## src/irr_pkg.sv

```systemverilog
package irr_pkg;

    // item operation codes
    localparam logic [1:0] OP_MAP      = 2'd0;
    localparam logic [1:0] OP_LOAD_OVR = 2'd1;
    localparam logic [1:0] OP_LOAD_CTL = 2'd2;

    // result status codes
    localparam logic [2:0] ST_MAPPED    = 3'd0;
    localparam logic [2:0] ST_NO_CTRL   = 3'd1;
    localparam logic [2:0] ST_UNCOVERED = 3'd2;
    localparam logic [2:0] ST_LOADED    = 3'd3;
    localparam logic [2:0] ST_FULL      = 3'd4;

    // configuration register indexes
    localparam logic CFG_LAPIC_PRESENT = 1'b0;
    localparam logic CFG_BOOT_APIC_ID  = 1'b1;

    // two-bit override codes for polarity (flags 1:0) and trigger (flags 3:2)
    localparam logic [1:0] FLAG_FORCE_SET   = 2'b11;
    localparam logic [1:0] FLAG_FORCE_CLEAR = 2'b01;

    localparam logic [9:0]  REDIR_BASE = 10'h010;
    localparam logic [15:0] LO_POL_LOW = 16'h2000;
    localparam logic [15:0] LO_LEVEL   = 16'h8000;

    typedef struct packed {
        logic [7:0]  irq;
        logic [31:0] gsi;
        logic [3:0]  flags;
    } ovr_entry_t;

    typedef struct packed {
        logic [31:0] base;
        logic [8:0]  pins;
    } ctl_entry_t;

endpackage

```

## src/irq_redirection_router.sv

```systemverilog
// channel | direction | handshake            | payload
// s_      | in        | s_valid / s_ready    | op, irq, vector, dest_id, trig_level,
//         |           |                      | pol_low, gsi, flags, pin_count
// m_      | out       | m_valid / m_ready    | status, controller_index, pin, entry_register,
//         |           |                      | low_word, high_word
// cfg_    | in        | cfg_valid / cfg_ready| cfg_index, cfg_data
//
// load, unused op, or map with no controller: the item goes straight to the done state,
// which loads the result register. map: the overrides are scanned up to the first match,
// each as a registered read then a compare, then the controllers up to the first match;
// one shared 33-bit subtract tests a controller range per cycle.
// aresetn clears the fill counts, the registers and the sequencer; no clearing pass.
// s_ready is high only while idle; a held result stalls the next item in its last cycle.
module irq_redirection_router
    import irr_pkg::*;
#(
    parameter int OVERRIDE_SLOTS   = 16,
    parameter int CONTROLLER_SLOTS = 4
) (
    input  logic        aclk,
    input  logic        aresetn,

    input  logic        s_valid,
    output logic        s_ready,
    input  logic [1:0]  s_op,
    input  logic [7:0]  s_irq,
    input  logic [7:0]  s_vector,
    input  logic [7:0]  s_dest_id,
    input  logic        s_trig_level,
    input  logic        s_pol_low,
    input  logic [31:0] s_gsi,
    input  logic [3:0]  s_flags,
    input  logic [8:0]  s_pin_count,

    output logic        m_valid,
    input  logic        m_ready,
    output logic [2:0]  m_status,
    output logic [1:0]  m_controller_index,
    output logic [7:0]  m_pin,
    output logic [9:0]  m_entry_register,
    output logic [15:0] m_low_word,
    output logic [31:0] m_high_word,

    input  logic        cfg_valid,
    output logic        cfg_ready,
    input  logic        cfg_index,
    input  logic [7:0]  cfg_data
);

    localparam int OCW = $clog2(OVERRIDE_SLOTS + 1);
    localparam int OIW = (OVERRIDE_SLOTS > 1) ? $clog2(OVERRIDE_SLOTS) : 1;
    localparam int CCW = $clog2(CONTROLLER_SLOTS + 1);
    localparam int CIW = (CONTROLLER_SLOTS > 1) ? $clog2(CONTROLLER_SLOTS) : 1;
    localparam logic [OCW-1:0] OVR_FULL = OCW'(OVERRIDE_SLOTS);
    localparam logic [CCW-1:0] CTL_FULL = CCW'(CONTROLLER_SLOTS);

    typedef enum logic [2:0] {
        S_IDLE,
        S_OVR_READ,
        S_OVR_CMP,
        S_CTL,
        S_DONE
    } state_t;

    state_t             state_reg, state_next;
    logic               lapic_present_reg, lapic_present_next;
    logic [7:0]         boot_apic_id_reg, boot_apic_id_next;
    logic [OCW-1:0]     ovr_count_reg, ovr_count_next;
    logic [CCW-1:0]     ctl_count_reg, ctl_count_next;
    logic [OCW-1:0]     ovr_idx_reg, ovr_idx_next;
    logic [CCW-1:0]     ctl_idx_reg, ctl_idx_next;

    // item being worked on
    logic [7:0]         irq_reg, irq_next;
    logic [7:0]         vector_reg, vector_next;
    logic [7:0]         dest_reg, dest_next;
    logic               level_reg, level_next;
    logic               low_reg, low_next;
    logic [31:0]        gsi_reg, gsi_next;
    logic [2:0]         st_reg, st_next;
    logic [1:0]         sel_reg, sel_next;
    logic [8:0]         offset_reg, offset_next;

    logic               m_valid_reg, m_valid_next;
    logic [2:0]         m_status_reg, m_status_next;
    logic [1:0]         m_ctl_reg, m_ctl_next;
    logic [7:0]         m_pin_reg, m_pin_next;
    logic [9:0]         m_entry_reg, m_entry_next;
    logic [15:0]        m_low_reg, m_low_next;
    logic [31:0]        m_high_reg, m_high_next;

    ovr_entry_t         ovr_mem [OVERRIDE_SLOTS];
    ovr_entry_t         ovr_rd_reg;
    logic               ovr_we;
    ctl_entry_t         ctl_tab_reg [CONTROLLER_SLOTS];
    logic               ctl_we;

    ctl_entry_t         ctl_cur;
    logic [32:0]        ctl_diff;
    logic               ctl_hit;
    logic [7:0]         dest_id;

    assign s_ready   = (state_reg == S_IDLE);
    assign cfg_ready = 1'b1;

    assign m_valid            = m_valid_reg;
    assign m_status           = m_status_reg;
    assign m_controller_index = m_ctl_reg;
    assign m_pin              = m_pin_reg;
    assign m_entry_register   = m_entry_reg;
    assign m_low_word         = m_low_reg;
    assign m_high_word        = m_high_reg;

    // shared range test: gsi - base at 33 bits, then offset below the pin count
    assign ctl_cur  = ctl_tab_reg[ctl_idx_reg[CIW-1:0]];
    assign ctl_diff = {1'b0, gsi_reg} - {1'b0, ctl_cur.base};
    assign ctl_hit  = !ctl_diff[32] && (ctl_diff[31:9] == 23'd0)
                      && (ctl_diff[8:0] < ctl_cur.pins);

    assign dest_id = (lapic_present_reg && dest_reg == 8'd0) ? boot_apic_id_reg : dest_reg;

    always_comb begin
        state_next         = state_reg;
        lapic_present_next = lapic_present_reg;
        boot_apic_id_next  = boot_apic_id_reg;
        ovr_count_next     = ovr_count_reg;
        ctl_count_next     = ctl_count_reg;
        ovr_idx_next       = ovr_idx_reg;
        ctl_idx_next       = ctl_idx_reg;
        irq_next           = irq_reg;
        vector_next        = vector_reg;
        dest_next          = dest_reg;
        level_next         = level_reg;
        low_next           = low_reg;
        gsi_next           = gsi_reg;
        st_next            = st_reg;
        sel_next           = sel_reg;
        offset_next        = offset_reg;
        m_valid_next       = m_valid_reg;
        m_status_next      = m_status_reg;
        m_ctl_next         = m_ctl_reg;
        m_pin_next         = m_pin_reg;
        m_entry_next       = m_entry_reg;
        m_low_next         = m_low_reg;
        m_high_next        = m_high_reg;
        ovr_we             = 1'b0;
        ctl_we             = 1'b0;

        if (cfg_valid) begin
            unique case (cfg_index)
                CFG_LAPIC_PRESENT: lapic_present_next = cfg_data[0];
                CFG_BOOT_APIC_ID:  boot_apic_id_next  = cfg_data;
            endcase
        end

        if (m_valid_reg && m_ready) begin
            m_valid_next = 1'b0;
        end

        unique case (state_reg)
            S_IDLE: begin
                if (s_valid) begin
                    irq_next    = s_irq;
                    vector_next = s_vector;
                    dest_next   = s_dest_id;
                    level_next  = s_trig_level;
                    low_next    = s_pol_low;
                    gsi_next    = {24'd0, s_irq};
                    state_next  = S_DONE;
                    unique case (s_op)
                        OP_MAP: begin
                            if (ctl_count_reg == '0) begin
                                st_next = ST_NO_CTRL;
                            end else begin
                                ovr_idx_next = '0;
                                state_next   = S_OVR_READ;
                            end
                        end
                        OP_LOAD_OVR: begin
                            if (ovr_count_reg < OVR_FULL) begin
                                ovr_we         = 1'b1;
                                ovr_count_next = ovr_count_reg + 1'b1;
                                st_next        = ST_LOADED;
                            end else begin
                                st_next = ST_FULL;
                            end
                        end
                        OP_LOAD_CTL: begin
                            if (ctl_count_reg < CTL_FULL) begin
                                ctl_we         = 1'b1;
                                ctl_count_next = ctl_count_reg + 1'b1;
                                st_next        = ST_LOADED;
                            end else begin
                                st_next = ST_FULL;
                            end
                        end
                        default: st_next = ST_FULL;
                    endcase
                end
            end
            S_OVR_READ: begin
                // the read of entry ovr_idx lands in ovr_rd_reg at this edge
                if (ovr_idx_reg == ovr_count_reg) begin
                    ctl_idx_next = '0;
                    state_next   = S_CTL;
                end else begin
                    state_next = S_OVR_CMP;
                end
            end
            S_OVR_CMP: begin
                if (ovr_rd_reg.irq == irq_reg) begin
                    gsi_next = ovr_rd_reg.gsi;
                    if (ovr_rd_reg.flags[1:0] == FLAG_FORCE_SET) begin
                        low_next = 1'b1;
                    end else if (ovr_rd_reg.flags[1:0] == FLAG_FORCE_CLEAR) begin
                        low_next = 1'b0;
                    end
                    if (ovr_rd_reg.flags[3:2] == FLAG_FORCE_SET) begin
                        level_next = 1'b1;
                    end else if (ovr_rd_reg.flags[3:2] == FLAG_FORCE_CLEAR) begin
                        level_next = 1'b0;
                    end
                    ctl_idx_next = '0;
                    state_next   = S_CTL;
                end else begin
                    ovr_idx_next = ovr_idx_reg + 1'b1;
                    state_next   = S_OVR_READ;
                end
            end
            S_CTL: begin
                if (ctl_idx_reg == ctl_count_reg) begin
                    st_next    = ST_UNCOVERED;
                    state_next = S_DONE;
                end else if (ctl_hit) begin
                    st_next     = ST_MAPPED;
                    sel_next    = 2'(ctl_idx_reg);
                    offset_next = ctl_diff[8:0];
                    state_next  = S_DONE;
                end else begin
                    ctl_idx_next = ctl_idx_reg + 1'b1;
                end
            end
            S_DONE: begin
                if (!m_valid_reg || m_ready) begin
                    m_valid_next  = 1'b1;
                    m_status_next = st_reg;
                    if (st_reg == ST_MAPPED) begin
                        m_ctl_next   = sel_reg;
                        m_pin_next   = offset_reg[7:0];
                        m_entry_next = REDIR_BASE + {offset_reg, 1'b0};
                        m_low_next   = {8'd0, vector_reg}
                                       | (low_reg ? LO_POL_LOW : 16'd0)
                                       | (level_reg ? LO_LEVEL : 16'd0);
                        m_high_next  = {dest_id, 24'd0};
                    end else begin
                        m_ctl_next   = 2'd0;
                        m_pin_next   = 8'd0;
                        m_entry_next = 10'd0;
                        m_low_next   = 16'd0;
                        m_high_next  = 32'd0;
                    end
                    state_next = S_IDLE;
                end
            end
            default: state_next = S_IDLE;
        endcase
    end

    always_ff @(posedge aclk) begin
        if (!aresetn) begin
            state_reg         <= S_IDLE;
            lapic_present_reg <= 1'b0;
            boot_apic_id_reg  <= 8'd0;
            ovr_count_reg     <= '0;
            ctl_count_reg     <= '0;
            m_valid_reg       <= 1'b0;
        end else begin
            state_reg         <= state_next;
            lapic_present_reg <= lapic_present_next;
            boot_apic_id_reg  <= boot_apic_id_next;
            ovr_count_reg     <= ovr_count_next;
            ctl_count_reg     <= ctl_count_next;
            m_valid_reg       <= m_valid_next;
        end
        ovr_idx_reg  <= ovr_idx_next;
        ctl_idx_reg  <= ctl_idx_next;
        irq_reg      <= irq_next;
        vector_reg   <= vector_next;
        dest_reg     <= dest_next;
        level_reg    <= level_next;
        low_reg      <= low_next;
        gsi_reg      <= gsi_next;
        st_reg       <= st_next;
        sel_reg      <= sel_next;
        offset_reg   <= offset_next;
        m_status_reg <= m_status_next;
        m_ctl_reg    <= m_ctl_next;
        m_pin_reg    <= m_pin_next;
        m_entry_reg  <= m_entry_next;
        m_low_reg    <= m_low_next;
        m_high_reg   <= m_high_next;
    end

    // override table, one write port at the fill count, registered read at the scan index
    always_ff @(posedge aclk) begin
        if (ovr_we) begin
            ovr_mem[ovr_count_reg[OIW-1:0]] <= '{irq: s_irq, gsi: s_gsi, flags: s_flags};
        end
        ovr_rd_reg <= ovr_mem[ovr_idx_reg[OIW-1:0]];
    end

    always_ff @(posedge aclk) begin
        if (ctl_we) begin
            ctl_tab_reg[ctl_count_reg[CIW-1:0]] <= '{base: s_gsi, pins: s_pin_count};
        end
    end

`ifndef SYNTHESIS
    a_ovr_count_bound: assert property (@(posedge aclk) disable iff (!aresetn)
        ovr_count_reg <= OVR_FULL)
        else $error("override fill count beyond table size");

    a_full_keeps_count: assert property (@(posedge aclk) disable iff (!aresetn)
        (s_valid && s_ready && s_op == OP_LOAD_OVR && ovr_count_reg == OVR_FULL)
        |=> ovr_count_reg == $past(ovr_count_reg))
        else $error("override load into full table changed the fill count");

    a_mapped_needs_ctl: assert property (@(posedge aclk) disable iff (!aresetn)
        (m_valid && m_status == ST_MAPPED) |-> ctl_count_reg != '0)
        else $error("mapped result with no controller loaded");

    a_fail_zero_payload: assert property (@(posedge aclk) disable iff (!aresetn)
        (m_valid && m_status != ST_MAPPED)
        |-> (m_pin == 8'd0 && m_entry_register == 10'd0 && m_low_word == 16'd0
             && m_high_word == 32'd0 && m_controller_index == 2'd0))
        else $error("non-mapped result carries routing payload");

    a_scan_bounded: assert property (@(posedge aclk) disable iff (!aresetn)
        (state_reg == S_OVR_CMP) |-> ovr_idx_reg < ovr_count_reg)
        else $error("override compare beyond fill count");
`endif

endmodule

```

## config.mk

```make
export PLATFORM = sky130hd
export DESIGN_NAME = irq_redirection_router
export DESIGN_NICKNAME = d
export VERILOG_FILES = /design/src/irr_pkg.sv /design/src/irq_redirection_router.sv
export SDC_FILE = /design/constraint.sdc
export NUM_CORES = 1
export LEC_CHECK = 0
export BUFFER_PORTS_ARGS = -buffer_cell sky130_fd_sc_hd__buf_4
export CORE_ASPECT_RATIO = 1.2
export CORE_MARGIN = 3
export CORE_UTILIZATION = 51
export CTS_BUF_LIST = sky130_fd_sc_hd__clkbuf_2 sky130_fd_sc_hd__clkbuf_4 sky130_fd_sc_hd__clkbuf_8
export DETAILED_ROUTE_END_ITERATION = 16
export PLACE_DENSITY = 0.68
export SLEW_MARGIN = 15
export SYNTH_ARGS = -nofsm -noshare
export SYNTH_HDL_FRONTEND = slang
export SYNTH_SLANG_ARGS = --single-unit
```

## constraint.sdc

```tcl
create_clock -name aclk -period 7.5 [get_ports aclk]
set_clock_uncertainty 0.05 [all_clocks]
set_input_delay 1.125 -clock aclk [delete_from_list [all_inputs] [get_ports aclk]]
set_output_delay 1.125 -clock aclk [all_outputs]
set_load 0.02 [all_outputs]
```

Yosys cells after proc, flatten, opt, wreduce, memory -nomap -nowiden
Memory sizes are Yosys's and may differ from the RTL's. A register that Yosys moved wholly into a read port is not among the register bits.
Index checks and enable logic that the tools add are counted.
- register bits: 172
- bits in writable memories: 868
- output and inout port bits: 74
- logic and storage cells: 154
- memories: 2
- add/subtract/negate cells: 6
- order comparisons: 3
- equal/unequal tests: 26
- multiplexer cells: 59
- bitwise gates (word level): 4
- reduce and logical (&&, ||, !) cells: 30
- memories (memory ; words ; bits a word ; rd ports ; clocked after Yosys merged registers in ; write ports ; RTL line ; RTL):
    ovr_mem ; 16 ; 44 ; 1 ; 1 ; 1 ; irq_redirection_router.sv:92 ; ovr_entry_t ovr_mem [OVERRIDE_SLOTS];
    ctl_tab_reg ; 4 ; 41 ; 1 ; 1 ; 1 ; irq_redirection_router.sv:95 ; ctl_entry_t ctl_tab_reg [CONTROLLER_SLOTS];
- operators by type and width (operator ; number):
    $mux W32 ; 2
    $pmux W32 S2 ; 1
    $mux W3 ; 16
    $sub A32 B32 Y33 ; 1
    $mux W1 ; 24
    $logic_not A23 Y1 ; 1
    $mux W5 ; 4
    $reduce_and A4 Y1 ; 5
    $pmux W3 S3 ; 2
    $mux W16 ; 1
    $ne A2 B2 Y1 const B ; 8
    $or A14 B16 Y16 ; 1
    $pmux W3 S5 ; 1
    $mux W14 ; 1
    $or A8 B14 Y14 ; 1
    $ne A3 B3 Y1 const B ; 4
    $add A5 B1 Y5 const B ; 2
    $add A5 B10 Y10 const A ; 1
    $pmux W5 S2 ; 1
    $reduce_and A5 Y1 ; 2
    $logic_not A3 Y1 ; 3
    $lt A9 B9 Y1 ; 1
    $reduce_and A3 Y1 ; 3
    $eq A8 B8 Y1 ; 1
    other kinds (24) ; 41

Depth between registers and ports, before layout
- word-level depth: 8
- gate-level depth with buffers: 21

Worst setup path before layout
No wires, ideal clock.
- path kind: register to register
- start point: reg (tool-made name)
- end point: reg offset_reg[0], enable pin
- arrival: 5.081 ns
- required time: 7.101 ns
- slack: 2.020 ns
- stages on the path, launching flop included: 21
- clock period less this slack: 5.480 ns
- cell sequence: dfxtp_1 clkbuf_2 buf_1 mux4_2 ha_1 fa_1 nand2b_1 a21oi_1 nor2_1 o21ai_0 xor2_1 ha_1 a211o_1 a221oi_1 o2111ai_1 a21oi_1 nand4_1 nor3_1 nand3_1 nor4b_2 and2_1
- RTL lines (item ; RTL line ; RTL):
    to (signal assigned) ; irq_redirection_router.sv:295 ; offset_reg <= offset_next;
    to (decl) ; irq_redirection_router.sv:82 ; logic [8:0] offset_reg, offset_next;

==> out/metrics.csv <==
stage,metric,value,unit
cts,Num Clock Sinks,1052,
yosys,Yosys Warn Count,0,
sta,Max Clock Freq,168.1,MHz
global_routing,pin count of the biggest net entering global routing,112,
pwr,VDD IR max,126.4,uV
floorplanning,num rows,114,
yosys,synthesis-stage register bit count,1052,
route,met3 wire len,5626,um
route,antenna-violating nets left,0,
critical_path,CP startpoint kind,register,
cts,"Clk Latency, worst-skew pair",810,ps
sta,slew margin rel.,25.00,%
critical_path,WP depth,18,
route,post-DR vias/cell,5.934,
floorplanning,# IOs,161,
final_layout,Nets,2485,
cts,Num CTS Buffers,159,
final_layout,fillcell total,5849,
sta,final hold viol count,0,
placement,DP Wirelength,54130,um
sta,worst slew pin tran,1125,ps
critical_path,CP Capture Point,sel_reg[0],
cts,clk buf depth,3,
final_layout,cell area after layout,0.04720,sq mm
yosys,Post-synth top flop,edfxtp_1,
global_routing,Tot GR Track Use,22.75,%
yosys,"Seq/Total Area, Yosys",74.18,%
yosys,Post-synth EDFFs,985,
final_layout,"commonest non-fill, non-tap cells in the layout","edfxtp_1 (985), mux4_2 (261), clkbuf_8 (183)",
floorplanning,Initial Util,51.63,%
cts,Resized Gates After CTS,0,
critical_path,reg2reg path depth,18,
cts,"CTS clk-pin slew, worst paths",60,ps
critical_path,CP Data Required Time,7880,ps
sta,final setup TNS,0,ps
critical_path,Buffers & Inverters on Critical Path,0,
final_layout,area delta synth->final,13.24,%
route,average wire per cell in the routed design,26.80,um
cts,CTS tree,done,
placement,Area after DPL,0.04381,sq mm
route,DRC,0,
sta,Final period util,79.30,%
critical_path,FF-to-FF End,sel_reg[0],
job,max_cap viols,0,
yosys,Syn Inst Count,2113,
route,initial DRC count,2032,
critical_path,r2r setup slk,1550,ps
floorplanning,Core Footprint,0.08073,sq mm
global_routing,initial antenna violation count,1,
route,Top Layer Used,met4,
yosys,Post-Syn Area,0.04168,sq mm
critical_path,max incr delay on CP,570,ps
sta,RSZ-0062 raised after global routing,false,
route,routed vias,20920,
run_status,status,"finished, final reports clean",
critical_path,CP endpoint kind,register,
cts,# hold bufs at CTS,0,
route,WL final,94470,um
yosys,ys async rst share,0,%
placement,gpl congestion,0.9057,
global_routing,vias in the first global route,21910,
critical_path,"Slowest-stage cell, CP",dfxtp_4,
final_layout,layout cells sized above 1,30.20,%
sta,min Tclk post-route,5948,ps
yosys,syn_area_per_cell,19.73,sq um
global_routing,grt ovf,0,
yosys,Unique masters post-synth,79,
critical_path,"CP delay by family, top",simple AND/OR/NAND/NOR gates,
critical_path,largest fanout on the critical path,17,
hold_path,hold_sp,boot_apic_id_reg[6],
final_layout,Util after Layout,58.46,%
critical_path,crit path cell chain,mux4_2 -> ha_1 -> fa_1 -> nand2b_1 -> a21oi_1 -> nor2_1 -> o21ai_0 -> xor2_1 -> ha_1 -> a211o_1 -> a221oi_1 -> o2111ai_1 -> a21oi_1 -> nand4_1 -> nor3_1 -> nand3_1 -> nor4b_2 -> and2_1,
route,metal2 WL,47780,um
sta,final setup vio count,0,
sta,Slew Limit Fails,0,
cts,CTS H-tree depth,4,
floorplanning,Die Ht,319.2,um
route,Pre-antenna DRT Iters,5,
yosys,Synth top area share,70.96,%
yosys,"area leader, netlist",edfxtp_1,
final_layout,max reg flops,704,
placement,Port Buffers,128,
cts,Root Driver,clkbuf_8,
hold_path,worst min-delay path class,register to register,
route,wl on met1,39210,um
cts,Post-CTS Setup Inserts,0,
floorplanning,Chip Width,267.0,um
pwr,Leakage,15.92,nW
yosys,"top cells by area, synth","edfxtp_1 (71%), mux4_2 (14%), dfxtp_1 (3.2%)",
global_routing,first-pass GRT wire length,140700,um
critical_path,Arrival @ worst endpoint,6330,ps
pwr,power per cell area,252.2,mW/mm^2
floorplanning,die area,0.08521,sq mm
critical_path,critical path class,register to register,
final_layout,"commonest non-fill, non-tap cell in the layout",edfxtp_1,
==> stage by stage <==
| step | total power, mW | setup slack, ps | std cells | hold slack, ps |
|---|---|---|---|---|
| 2_1_floorplan | 6.943 | 2020 | 2143 | 392.1 |
| 3_3_place_gp | 7.148 | 1647 | 3229 | 402.9 |
| 3_5_place_dp | 7.160 | 1556 | 3229 | 410.2 |
| 4_1_cts | 12.02 | 1522 | 3524 | 366.0 |
| 5_1_grt | 12.33 | 1155 | 3525 | 403.3 |
| 6_report | 11.90 | 1552 | 3525 | 415.0 |
==> cells in the mapped netlist (all sizes together), types with 4 or more instances <==
master / n
a211oi: 9
a21boi: 11
a21o: 7
a21oi: 45
and2: 32
and3: 28
buf: 71
clkbuf: 53
dfxtp: 67
edfxtp: 985
ha: 51
inv: 62
mux2i: 8
mux4: 261
nand2: 95
nand2b: 11
nand3: 24
nand4: 18
nor2: 77
nor2b: 7
nor3: 15
nor4: 7
o211ai: 7
o21a: 13
o21ai: 42
or2: 4
or3: 7
xnor2: 31
xor2: 12
==> worst min path at each step <==
| stage | end | slack [ps] | cells after the start |
|---|---|---|---|
| after detailed placement | boot_apic_id_reg[0] | 410 | 2 |
| after floorplan | m_status[2] | 390 | 0 |
| after global placement | boot_apic_id_reg[6] | 400 | 2 |
| final | boot_apic_id_reg[6] | 410 | 2 |
| after global routing | vector_reg[0] | 400 | 1 |
| after CTS | vector_reg[0] | 370 | 1 |
==> where the power goes <==
group,internal (mW),total (mW),switching (mW)
Combinational,0.176,0.517,0.341
Clock,2.72,4.87,2.15
Sequential,6.49,6.52,0.0276
Total,9.39,11.9,2.51
==> layout make-up <==
cell class,count,area (sq um),share of cell area (%)
inverters,62,232.7,0.4931
clock inverters,43,340.3,0.7211
multi-input cells,905,10080,21.36
diodes,1,2.502,0.005302
repair buffers,166,1271,2.693
clock buffers,252,3037,6.434
well taps,1044,1306,2.768
flip-flops and latches,1052,30920,65.52
==> routing by layer <==
layer | GRT usage [%] | up-vias
li1 | - | 8970
met1 | 30.93 | 11050
met2 | 37.84 | 766
met3 | 4.398 | 133
met4 | 6.643 | 0
met5 | 0 | -
==> worst min-delay path, cell delays in order (launching register included) <==
cell and delay (ps):
dfxtp_1 310, nand2_1 50, a21boi_0 60
==> kinds of logic (layout without fill, tap and decap cells) <==
kind of cell | Yosys count | in the layout | synth area share, %
flip-flops | 1052 | 1052 | 74.18
buffers and inverters | 186 | 523 | 2.209
adder cells (fa/ha/maj) | 52 | 52 | 1.579
XOR/XNOR | 43 | 43 | 0.9035
AND/OR/NAND/NOR | 339 | 339 | 4.034
other | 2 | 33 | 0.01802
multiplexers | 270 | 270 | 14.32
AO/OA/AOI/OAI | 169 | 169 | 2.753
Note: power is estimated with default switching activity, not from simulation.
